[config.mk]
export PLATFORM = sky130hd
export DESIGN_NAME = wheel_speed_frame_parser
export DESIGN_NICKNAME = d
export VERILOG_FILES = /design/src/rtl/wsfp_pkg.sv /design/src/rtl/wsfp_parser.sv /design/src/rtl/wsfp_calc.sv /design/src/rtl/wheel_speed_frame_parser.sv
export SDC_FILE = /design/constraint.sdc
export NUM_CORES = 1
export LEC_CHECK = 0
export ABC_CLOCK_PERIOD_IN_PS = 17700
export BUFFER_PORTS_ARGS = -buffer_cell sky130_fd_sc_hd__buf_4
export CORE_MARGIN = 2
export CORE_UTILIZATION = 25
export CTS_CLUSTER_SIZE = 10
export DETAILED_ROUTE_END_ITERATION = 8
export HOLD_SLACK_MARGIN = 0.1
export PLACE_DENSITY_LB_ADDON = 0.3
export SLEW_MARGIN = 20
export SYNTH_ARGS = -nofsm -noshare
export SYNTH_HDL_FRONTEND = slang
export SYNTH_SLANG_ARGS = --single-unit
[constraint.sdc]
create_clock -name clk_i -period 17.7 [get_ports clk_i]
set_clock_uncertainty 0.1 [all_clocks]
set_input_delay 0 -clock clk_i [delete_from_list [all_inputs] [get_ports clk_i]]
set_output_delay 0 -clock clk_i [all_outputs]
set_load 0.05 [all_outputs]
[src/rtl/wsfp_pkg.sv]
// Shared types and constants for the wheel speed frame parser.
`timescale 1ns / 1ps

package wsfp_pkg;

  localparam int unsigned DataLen    = 8;
  localparam int unsigned SpeedW     = 16;
  localparam int unsigned SumW       = 18;
  localparam int unsigned MaxSpeedW  = 16;
  localparam int unsigned ErrLimitW  = 8;
  localparam int unsigned CfgIdxW    = 1;
  localparam int unsigned CfgDataW   = 16;
  localparam int unsigned OutDataW   = 120;

  localparam logic [7:0] ChDollar  = 8'h24;
  localparam logic [7:0] ChSharp   = 8'h23;
  localparam logic [7:0] ChPercent = 8'h25;
  localparam logic [7:0] ChBang    = 8'h21;

  localparam logic [CfgIdxW-1:0] RegMaxSpeed   = 1'b0;
  localparam logic [CfgIdxW-1:0] RegErrorLimit = 1'b1;

  localparam logic [MaxSpeedW-1:0] MaxSpeedRst   = 16'd1000;
  localparam logic [ErrLimitW-1:0] ErrorLimitRst = 8'd5;

  typedef enum logic [4:0] {
    PhDollar  = 5'b00001,
    PhSharp   = 5'b00010,
    PhData    = 5'b00100,
    PhPercent = 5'b01000,
    PhBang    = 5'b10000
  } phase_e;

  typedef logic [DataLen-1:0][7:0] frame_t;

  typedef struct packed {
    logic   emit;
    phase_e phase;
  } parse_status_t;

  typedef struct packed {
    logic [SpeedW-1:0] speed_upper_left;
    logic [SpeedW-1:0] speed_lower_left;
    logic [SpeedW-1:0] speed_lower_right;
    logic [SpeedW-1:0] speed_upper_right;
    logic [SumW-1:0]   forward_sum;
    logic [SumW-1:0]   lateral_sum;
    logic [SumW-1:0]   turn_sum;
    logic              over_limit;
  } result_t;

endpackage

[src/rtl/wsfp_parser.sv]
// Frame delimiter state machine, error counter and data byte store.
`timescale 1ns / 1ps

module wsfp_parser (
  input  logic                           clk_i,
  input  logic                           rst_ni,
  input  logic                           item_valid_i,
  input  logic                           item_take_i,
  input  logic [7:0]                     item_byte_i,
  input  logic [wsfp_pkg::ErrLimitW-1:0] error_limit_i,
  output wsfp_pkg::frame_t               frame_o,
  output wsfp_pkg::parse_status_t        status_o
);

  wsfp_pkg::phase_e phase_q, phase_d;
  logic [3:0] data_cnt_q, data_cnt_d;
  logic [7:0] err_cnt_q, err_cnt_d;
  wsfp_pkg::frame_t frame_q;
  logic [8:0] err_next;
  logic bad;
  logic resync;

  assign err_next = {1'b0, err_cnt_q} + 9'd1;
  assign resync   = err_next > {1'b0, error_limit_i};

  always_comb begin
    phase_d    = phase_q;
    data_cnt_d = data_cnt_q;
    bad        = 1'b0;
    unique case (phase_q)
      wsfp_pkg::PhSharp: begin
        if (item_byte_i == wsfp_pkg::ChSharp) begin
          phase_d    = wsfp_pkg::PhData;
          data_cnt_d = 4'd0;
        end else begin
          bad = 1'b1;
        end
      end
      wsfp_pkg::PhData: begin
        data_cnt_d = data_cnt_q + 4'd1;
        if (data_cnt_d >= 4'(wsfp_pkg::DataLen)) begin
          phase_d = wsfp_pkg::PhPercent;
        end
      end
      wsfp_pkg::PhPercent: begin
        if (item_byte_i == wsfp_pkg::ChPercent) begin
          phase_d = wsfp_pkg::PhBang;
        end else begin
          bad = 1'b1;
        end
      end
      wsfp_pkg::PhBang: begin
        if (item_byte_i == wsfp_pkg::ChBang) begin
          phase_d    = wsfp_pkg::PhDollar;
          data_cnt_d = 4'd0;
        end else begin
          bad = 1'b1;
        end
      end
      default: begin
        if (item_byte_i == wsfp_pkg::ChDollar) begin
          phase_d    = wsfp_pkg::PhSharp;
          data_cnt_d = 4'd0;
        end else begin
          bad = 1'b1;
        end
      end
    endcase
    err_cnt_d = err_cnt_q;
    if (bad) begin
      if (resync) begin
        phase_d    = wsfp_pkg::PhDollar;
        data_cnt_d = 4'd0;
        err_cnt_d  = 8'd0;
      end else begin
        err_cnt_d = err_next[7:0];
      end
    end
  end

  always_ff @(posedge clk_i or negedge rst_ni) begin
    if (!rst_ni) begin
      phase_q    <= wsfp_pkg::PhDollar;
      data_cnt_q <= 4'd0;
      err_cnt_q  <= 8'd0;
    end else if (item_take_i) begin
      phase_q    <= phase_d;
      data_cnt_q <= data_cnt_d;
      err_cnt_q  <= err_cnt_d;
    end
  end

  always_ff @(posedge clk_i) begin
    if (item_take_i && phase_q == wsfp_pkg::PhData) begin
      frame_q[data_cnt_q[2:0]] <= item_byte_i;
    end
  end

  assign frame_o         = frame_q;
  assign status_o.phase  = phase_q;
  assign status_o.emit   = item_valid_i && phase_q == wsfp_pkg::PhBang &&
                           item_byte_i == wsfp_pkg::ChBang;

endmodule

[src/rtl/wsfp_calc.sv]
// Speed decode, limit compare and mecanum sums for one stored frame.
`timescale 1ns / 1ps

module wsfp_calc (
  input  wsfp_pkg::frame_t                frame_i,
  input  logic [wsfp_pkg::MaxSpeedW-1:0]  max_speed_i,
  output wsfp_pkg::result_t               result_o
);

  logic signed [wsfp_pkg::SpeedW-1:0] ul, ll, lr, ur;
  logic signed [wsfp_pkg::SumW-1:0]   ul_x, ll_x, lr_x, ur_x;
  logic signed [wsfp_pkg::MaxSpeedW:0] lim;

  assign ul = {frame_i[1], frame_i[0]};
  assign ll = {frame_i[3], frame_i[2]};
  assign lr = {frame_i[5], frame_i[4]};
  assign ur = {frame_i[7], frame_i[6]};

  assign ul_x = {{2{ul[15]}}, ul};
  assign ll_x = {{2{ll[15]}}, ll};
  assign lr_x = {{2{lr[15]}}, lr};
  assign ur_x = {{2{ur[15]}}, ur};

  assign lim = {1'b0, max_speed_i};

  assign result_o.speed_upper_left  = ul;
  assign result_o.speed_lower_left  = ll;
  assign result_o.speed_lower_right = lr;
  assign result_o.speed_upper_right = ur;
  assign result_o.forward_sum = ul_x + ll_x + lr_x + ur_x;
  assign result_o.lateral_sum = ll_x + lr_x - ul_x - ur_x;
  assign result_o.turn_sum    = ur_x + lr_x - ul_x - ll_x;
  assign result_o.over_limit  = ($signed(ul_x[16:0]) >= lim) ||
                                ($signed(ll_x[16:0]) >= lim) ||
                                ($signed(lr_x[16:0]) >= lim) ||
                                ($signed(ur_x[16:0]) >= lim);

endmodule

[src/rtl/wheel_speed_frame_parser.sv]
// Top level of the wheel speed frame parser with input and result registers.
`timescale 1ns / 1ps

// The slave stream takes one received serial byte per item. Frames have the form
// '$' '#', eight data bytes, '%' '!'. On the closing '!' the master stream gives
// one item with the four little-endian wheel speeds, the forward, lateral and
// turn sums, and in tuser a flag that is set when any speed is at or above
// max_speed. Bytes that complete no frame give no item.
// The configuration port writes max_speed (index 0) or error_limit (index 1)
// on any edge with cfg_we_i high; write only while the block is idle.
// A taken byte is held in the input register; once the parser consumes it, a
// closing '!' has its result stored in the result register, which drives the
// item. Throughput is one byte per cycle while no closing '!' is held back,
// set by the combinational parser step between the two registers.
// Reset clears the parser to hunting for '$', the error count to zero, both
// registers to empty and the configuration to its defaults.
// While the receiver stalls, bytes that give no result keep flowing; a closing
// '!' waits in the input register until the result register is free.

module wheel_speed_frame_parser (
  input  logic                            clk_i,
  input  logic                            rst_ni,
  input  logic                            s_axis_tvalid,
  output logic                            s_axis_tready,
  input  logic [7:0]                      s_axis_tdata,   // rx_byte
  output logic                            m_axis_tvalid,
  input  logic                            m_axis_tready,
  // speed_upper_left, speed_lower_left, speed_lower_right, speed_upper_right,
  // forward_sum, lateral_sum, turn_sum, zero fill
  output logic [wsfp_pkg::OutDataW-1:0]   m_axis_tdata,
  output logic                            m_axis_tuser,   // over_limit
  input  logic                            cfg_we_i,
  input  logic [wsfp_pkg::CfgIdxW-1:0]    cfg_idx_i,
  input  logic [wsfp_pkg::CfgDataW-1:0]   cfg_data_i
);

  logic [wsfp_pkg::MaxSpeedW-1:0] max_speed_q;
  logic [wsfp_pkg::ErrLimitW-1:0] error_limit_q;
  logic       in_valid_q;
  logic [7:0] in_byte_q;
  logic       out_valid_q;
  wsfp_pkg::result_t result_q, result_d;
  wsfp_pkg::frame_t frame;
  wsfp_pkg::parse_status_t status;
  logic consume;

  always_ff @(posedge clk_i or negedge rst_ni) begin
    if (!rst_ni) begin
      max_speed_q   <= wsfp_pkg::MaxSpeedRst;
      error_limit_q <= wsfp_pkg::ErrorLimitRst;
    end else if (cfg_we_i) begin
      unique case (cfg_idx_i)
        wsfp_pkg::RegMaxSpeed:   max_speed_q   <= cfg_data_i;
        wsfp_pkg::RegErrorLimit: error_limit_q <= cfg_data_i[wsfp_pkg::ErrLimitW-1:0];
        default: ;
      endcase
    end
  end

  assign consume       = in_valid_q && (!status.emit || !out_valid_q || m_axis_tready);
  assign s_axis_tready = !in_valid_q || consume;

  always_ff @(posedge clk_i or negedge rst_ni) begin
    if (!rst_ni) begin
      in_valid_q <= 1'b0;
    end else if (s_axis_tready) begin
      in_valid_q <= s_axis_tvalid;
    end
  end

  always_ff @(posedge clk_i) begin
    if (s_axis_tvalid && s_axis_tready) begin
      in_byte_q <= s_axis_tdata;
    end
  end

  wsfp_parser u_parser (
    .clk_i        (clk_i),
    .rst_ni       (rst_ni),
    .item_valid_i (in_valid_q),
    .item_take_i  (consume),
    .item_byte_i  (in_byte_q),
    .error_limit_i(error_limit_q),
    .frame_o      (frame),
    .status_o     (status)
  );

  wsfp_calc u_calc (
    .frame_i    (frame),
    .max_speed_i(max_speed_q),
    .result_o   (result_d)
  );

  always_ff @(posedge clk_i or negedge rst_ni) begin
    if (!rst_ni) begin
      out_valid_q <= 1'b0;
    end else if (consume && status.emit) begin
      out_valid_q <= 1'b1;
    end else if (m_axis_tready) begin
      out_valid_q <= 1'b0;
    end
  end

  always_ff @(posedge clk_i) begin
    if (consume && status.emit) begin
      result_q <= result_d;
    end
  end

  assign m_axis_tvalid = out_valid_q;
  assign m_axis_tuser  = result_q.over_limit;
  assign m_axis_tdata  = {2'b00,
                          result_q.turn_sum,
                          result_q.lateral_sum,
                          result_q.forward_sum,
                          result_q.speed_upper_right,
                          result_q.speed_lower_right,
                          result_q.speed_lower_left,
                          result_q.speed_upper_left};

  a_result_from_bang: assert property (@(posedge clk_i) disable iff (!rst_ni)
    $rose(out_valid_q) |-> $past(consume && status.emit))
    else $error("result item without a closing byte");

  a_hunt_after_frame: assert property (@(posedge clk_i) disable iff (!rst_ni)
    consume && status.emit |=> status.phase == wsfp_pkg::PhDollar)
    else $error("parser did not return to hunting after a frame");

  a_in_hold: assert property (@(posedge clk_i) disable iff (!rst_ni)
    in_valid_q && !consume |=> in_valid_q && $stable(in_byte_q))
    else $error("pending byte lost from the input register");

  a_no_overwrite: assert property (@(posedge clk_i) disable iff (!rst_ni)
    out_valid_q && !m_axis_tready |-> !(consume && status.emit))
    else $error("stalled result overwritten");

endmodule
## After elaboration in Yosys (flattened, before gate mapping)

Index checks and enable logic that the tools add are counted.

| storage, ports and cells | value |
|---|---|
| memory bits (writable) | 0 |
| input port bits | 30 |
| bits in latches | 0 |
| word-level logic and storage cells | 97 |
| output and inout bits | 123 |
| register bits | 234 |
| memory bits (read-only) | 0 |
| memories | 0 |

| cells by class | value |
|---|---|
| eq/ne operators | 8 |
| muxes and demuxes | 25 |
| $add $sub $neg | 11 |
| divide/modulo/power cells | 0 |
| bitwise gates (word level) | 1 |
| shift operators | 0 |
| reductions and logical operators | 20 |
| magnitude comparators | 8 |
| multiply operators | 0 |

Operators by type and width:

| kind | count |
|---|---|
| 16-bit by 17-bit greater-or-equal comparator with 1-bit output | 4 |
| 64-bit bitwise mux | 1 |
| 16-bit by 16-bit adder with 17-bit output | 3 |
| 17-bit by 16-bit subtractor with 18-bit output | 2 |
| 18-bit by 16-bit subtractor with 18-bit output | 2 |
| 5-bit 2-to-1 mux | 7 |
| 8-bit by 6-bit equality test with 1-bit output (second input constant) | 4 |
| 8-bit demux with 3-bit select | 1 |
| 4-bit 2-to-1 mux | 5 |
| 5-bit case mux with 4 select lines | 1 |
| 17-bit by 16-bit adder with 18-bit output | 1 |
| 18-bit by 16-bit adder with 18-bit output | 1 |
| 8-bit 2-to-1 mux | 2 |
| 4-bit case mux with 4 select lines | 1 |
| 8-bit by 1-bit adder with 9-bit output (second input constant) | 1 |
| 9-bit by 8-bit greater-than comparator with 1-bit output | 1 |
| 1-bit logical AND | 7 |
| 1-bit logical OR | 6 |
| 1-bit 2-to-1 mux | 6 |
| 2-bit AND reduction | 3 |
| 5-bit by 2-bit equality test with 1-bit output (second input constant) | 1 |
| 5-bit by 3-bit equality test with 1-bit output (second input constant) | 1 |
| 5-bit by 4-bit equality test with 1-bit output (second input constant) | 1 |
| 5-bit equality test (second input constant) | 1 |
| 8 further kinds | 10 |

## Depth between registers and ports, before layout

| depth | value |
|---|---|
| depth in word-level cells | 9 |
| mapped depth | 14 |
| gate-level depth less buffers | 14 |

## Cells and area by module

Synthesis repeated with hierarchy kept, for this count alone.

| unflattened totals | value |
|---|---|
| cells, all modules | 1,219 |
| area total of the unflattened synthesis | 15,011.9 um2 |

By module, submodules not included:

| module | sequential area each (um2) | area an instance (um2) | instances | cells an instance |
|---|---|---|---|---|
| wsfp_calc | 0.0 | 6,740.2 | 1 | 782 |
| wheel_speed_frame_parser | 4,474.3 | 4,885.9 | 1 | 192 |
| wsfp_parser | 2,348.5 | 3,385.7 | 1 | 245 |

## Worst setup path after synthesis

No wires, ideal clock.

| path | value |
|---|---|
| path type | reg-to-reg |
| start point | reg in_byte_q[7] |
| end point | reg result_q, in the netlist m_axis_tdata[0] (enable) |
| clock period less this slack | 7.316 ns |
| setup slack | 10.384 ns |
| data required time | 17.002 ns |
| buffers on the path | 0 |
| data arrival time | 6.619 ns |
| library setup time | 0.598 ns |
| stages on the path, launching flop included | 6 |
| cell sequence | edfxtp_1 > or3_4 > or4_4 > nor2_1 > nand2_1 > nor2_1 |

| on the way | value |
|---|---|
| word-level cells in the longest chain between the ends | 7 |

RTL lines:

| what | line | RTL |
|---|---|---|
| from (decl) | wheel_speed_frame_parser.sv:40 | `logic [7:0] in_byte_q;` |
| from (signal assigned) | wheel_speed_frame_parser.sv:73 | `in_byte_q <= s_axis_tdata;` |
| 8-bit by 6-bit equality test with 1-bit output (*) | wsfp_parser.sv:102 | `item_byte_i == wsfp_pkg::ChBang;` |
| 1-bit logical AND (*) | wsfp_parser.sv:101 | `assign status_o.emit = item_valid_i && phase_q == wsfp_pkg::PhBang &&` |
| 1-bit zero test | wheel_speed_frame_parser.sv:60 | `assign consume = in_valid_q && (!status.emit \|\| !out_valid_q \|\| m_axis_tready);` |
| 1-bit logical OR (2 in series) | wheel_speed_frame_parser.sv:60 |  |
| 1-bit logical AND | wheel_speed_frame_parser.sv:60 |  |
| 1-bit logical AND (*) | wheel_speed_frame_parser.sv:105 | `if (consume && status.emit) begin` |
| to (signal assigned) | wheel_speed_frame_parser.sv:106 | `result_q <= result_d;` |
| to (decl) | wheel_speed_frame_parser.sv:42 | `wsfp_pkg::result_t result_q, result_d;` |

Every way passes the cells marked *; elsewhere a longest branch is shown, timed or not.
A chain may end at the register's enable or synchronous reset.

==> impl_metrics.toml <==
[power_and_ir_drop]
seqPwrFrac_pct = 45.9
power.total_mw = 1.42
intPower_mw = 1.05
p_sw_share_pct = 26.4
cellPowerDensity_nw_per_um2 = 78.1
pwr-share-clk_pct = 40.7
power_frac_comb_pct = 13.4
power.switching_mw = 0.375
ir_drop_mv = 0.0719
p_leak_nw = 7.46

[min_path]
hp-class = "in2reg"

[layout]
final_core_util_pct = 31.8
fin_area_sq_um = 18200
fin_cells = 2229
layout-drive-gt1-share_pct = 15.7
syn2layout_area_growth_pct = 26.5
final_nets = 1699

[global_route]
grt_max_degree = 80
antenna_found_initial = 0
grt-ovfl-total = 0
grt_usage_pct = 14.0
grt_pass1_wl_mm = 63.4
grt_pass1_vias = 10400

[sta]
period_share_pct = 24.8
fin_ws_ns = 13.31
hold_viol_final = 0
worst_slew_pin_slew_ns = 1.04
max_slew_margin_pct = 28.9
finalCriticalPeriod_ns = 4.39
final_max_slew_viol_count = 0
tns_ns = 0
max_freq_mhz = 228
setup_viol_count_final = 0
rsz0062_at_grt = "no"
holdWs_ns = 0.161

[synth]
ys_top_cells_by_count = "191 x edfxtp_1, 167 x inv_1, 132 x ha_1"
synth.distinct_cells = 70
ys_seq_area_share_pct = 47.3
syn_area_sq_um = 14400
synth_edf_count = 191
synth_warnings = 0
synth_top_area_share_pct = 39.8
yosysMostFrequentCell = "edfxtp_1"
avgSynthCellArea_sq_um = 12.2
synth_flop_cell = "edfxtp_1"
synth_cells = 1184
yosys.area.top_type = "edfxtp_1"
ys_ff_latch = 234
synth-async-reset-ratio_pct = 18.4
synthTopCellsByArea = "edfxtp_1 40%, fa_1 14%, ha_1 11%"

[clock_tree]
ctsResizeCount = 0
clockRootBuffer = "clkbuf_16"
clock_latency_ns = 0.58
cts.reportedPaths.clkPinSlew_ns = 0.06
tritoncts = "built"
clock_sinks = 234
cts_buffer_depth = 3
htree_levels = 1
cts_buffers = 30
post-cts-setup-buffers = 0

[floorplanning]
fp.coreArea_sq_um = 57400
start_util_pct = 25.1
ios = 153
fp-row-count = 88
fp.dieH_um = 244
dieWidth_um = 244
die_area_sq_um = 59600

[place]
dp_hpwl_mm = 32.5
place_area_sq_um = 16500
io_buffers = 150
place.gp.congestion = 0.923
dp.cells = 2090
dpl_worst_slack_ns = 13.31

[drt]
drt.antenna.violating_nets = 0
via_count = 9949
postRouteWirelength_mm = 42.1
viasPerCell = 4.46
drt_first_pass_iters = 4
drt_iter0_drc = 528
drc = 0
wire_per_inst_um = 18.9

[critical_path]
crit_type = "reg2reg"
end_kind = "flop"
cp_data_arrival_time_ns = 4.59
required_ns = 17.90
start_kind = "flop"
crit_fanout = 6

[job]
cap_violations = 0

[run_status]
status = "finished, final reports clean"
==> registers in the layout (all words and copies together), names as in the netlist, 4 cells and up <==
register and cells:
m_axis_tdata 118, u_parser.err_cnt_q 8, u_parser.data_cnt_q 4, max_speed_q 16, u_parser.frame_o 64, u_parser.phase_q 5, in_byte_q 8, error_limit_q 8
==> cells by family after synthesis <==
family / after synthesis / share of synthesized area, %
DFF: 234 / 47.3
and+or+nand+nor: 237 / 8.00
buffers and inverters: 180 / 4.86
adders and majority gates: 231 / 25.2
other: 1 / 0.0260
AOI/OAI and AO/OA: 240 / 10.7
muxes: 12 / 0.911
xor gates and xnor gates: 49 / 2.98
==> area by class of cell <==
| cell class | instances | area [sq um] |
|---|---|---|
| multi-input combinational | 771 | 6920 |
| fill | 5770 | 39100 |
| antenna | 2 | 5.00 |
| inverter | 167 | 627 |
| clock inverter | 5 | 42.5 |
| clock buffer | 51 | 891 |
| timing repair buffer | 234 | 1970 |
| sequential | 234 | 6820 |
| tap | 765 | 957 |
==> layer usage <==
metal | track usage [%] | routed length [um]
met3 | 2.14 | 2090
met2 | 23.9 | 20100
met5 | 0 | 0
met4 | 3.62 | 868
met1 | 18.6 | 19000
==> final timing paths <==
kind,startpoint,to,slack (ns),cells after the start
max in group asynchronous,rst_ni,max_speed_q[2],16.79,4
worst max register to register,u_parser.frame_o[17],m_axis_tdata[79],13.31,12
worst min register to register,error_limit_q[5],error_limit_q[5],0.40,1
worst max-delay path,u_parser.frame_o[17],m_axis_tdata[79],13.31,12
min in group asynchronous,rst_ni,max_speed_q[6],0.46,3
worst min-delay path,cfg_data_i[5],max_speed_q[5],0.16,4
==> worst max-delay path, cell delays in order (launching register included) <==
cell	delay, ns
edfxtp_1	0.52
inv_1	0.17
fa_1	0.53
inv_1	0.05
fa_1	0.45
ha_1	0.25
fa_1	0.44
a211oi_1	0.29
o21ai_0	0.37
nand2_1	0.21
o21ai_0	0.19
o41ai_1	0.38
xnor2_1	0.13
==> layout by cell type, fill, tap and decap left out, types with 12 or more instances in the layout <==
cell type      count
nand2_1           71
buf_4            153
o21ai_0           60
nor3_1            16
nand3_1           24
fa_1              99
xnor2_1           37
a21o_1            19
dlygate4sd3_1     80
nand2b_1          15
nor2_1            50
a21oi_1           62
xor2_1            12
a211oi_1          15
inv_1            167
clkbuf_1          16
dfrtp_1           34
o211ai_1          13
edfxtp_1         191
clkbuf_16         31
ha_1             132
==> timing repair <==
action | in CTS | in global routing
hold buffers | 81 | 0
endpoints found under the hold margin | 93 | 0
endpoints found under the setup margin | 0 | 0
==> power by group through the flow <==
stage	logic [mW]	clock network [mW]	registers (mW)
floorplan	0.131	0	0.648
global placement	0.170	0	0.663
detailed placement	0.174	0	0.664
CTS	0.191	0.599	0.653
global route	0.217	0.619	0.658
finish	0.191	0.579	0.653
Power figures use the tool's default switching activity.
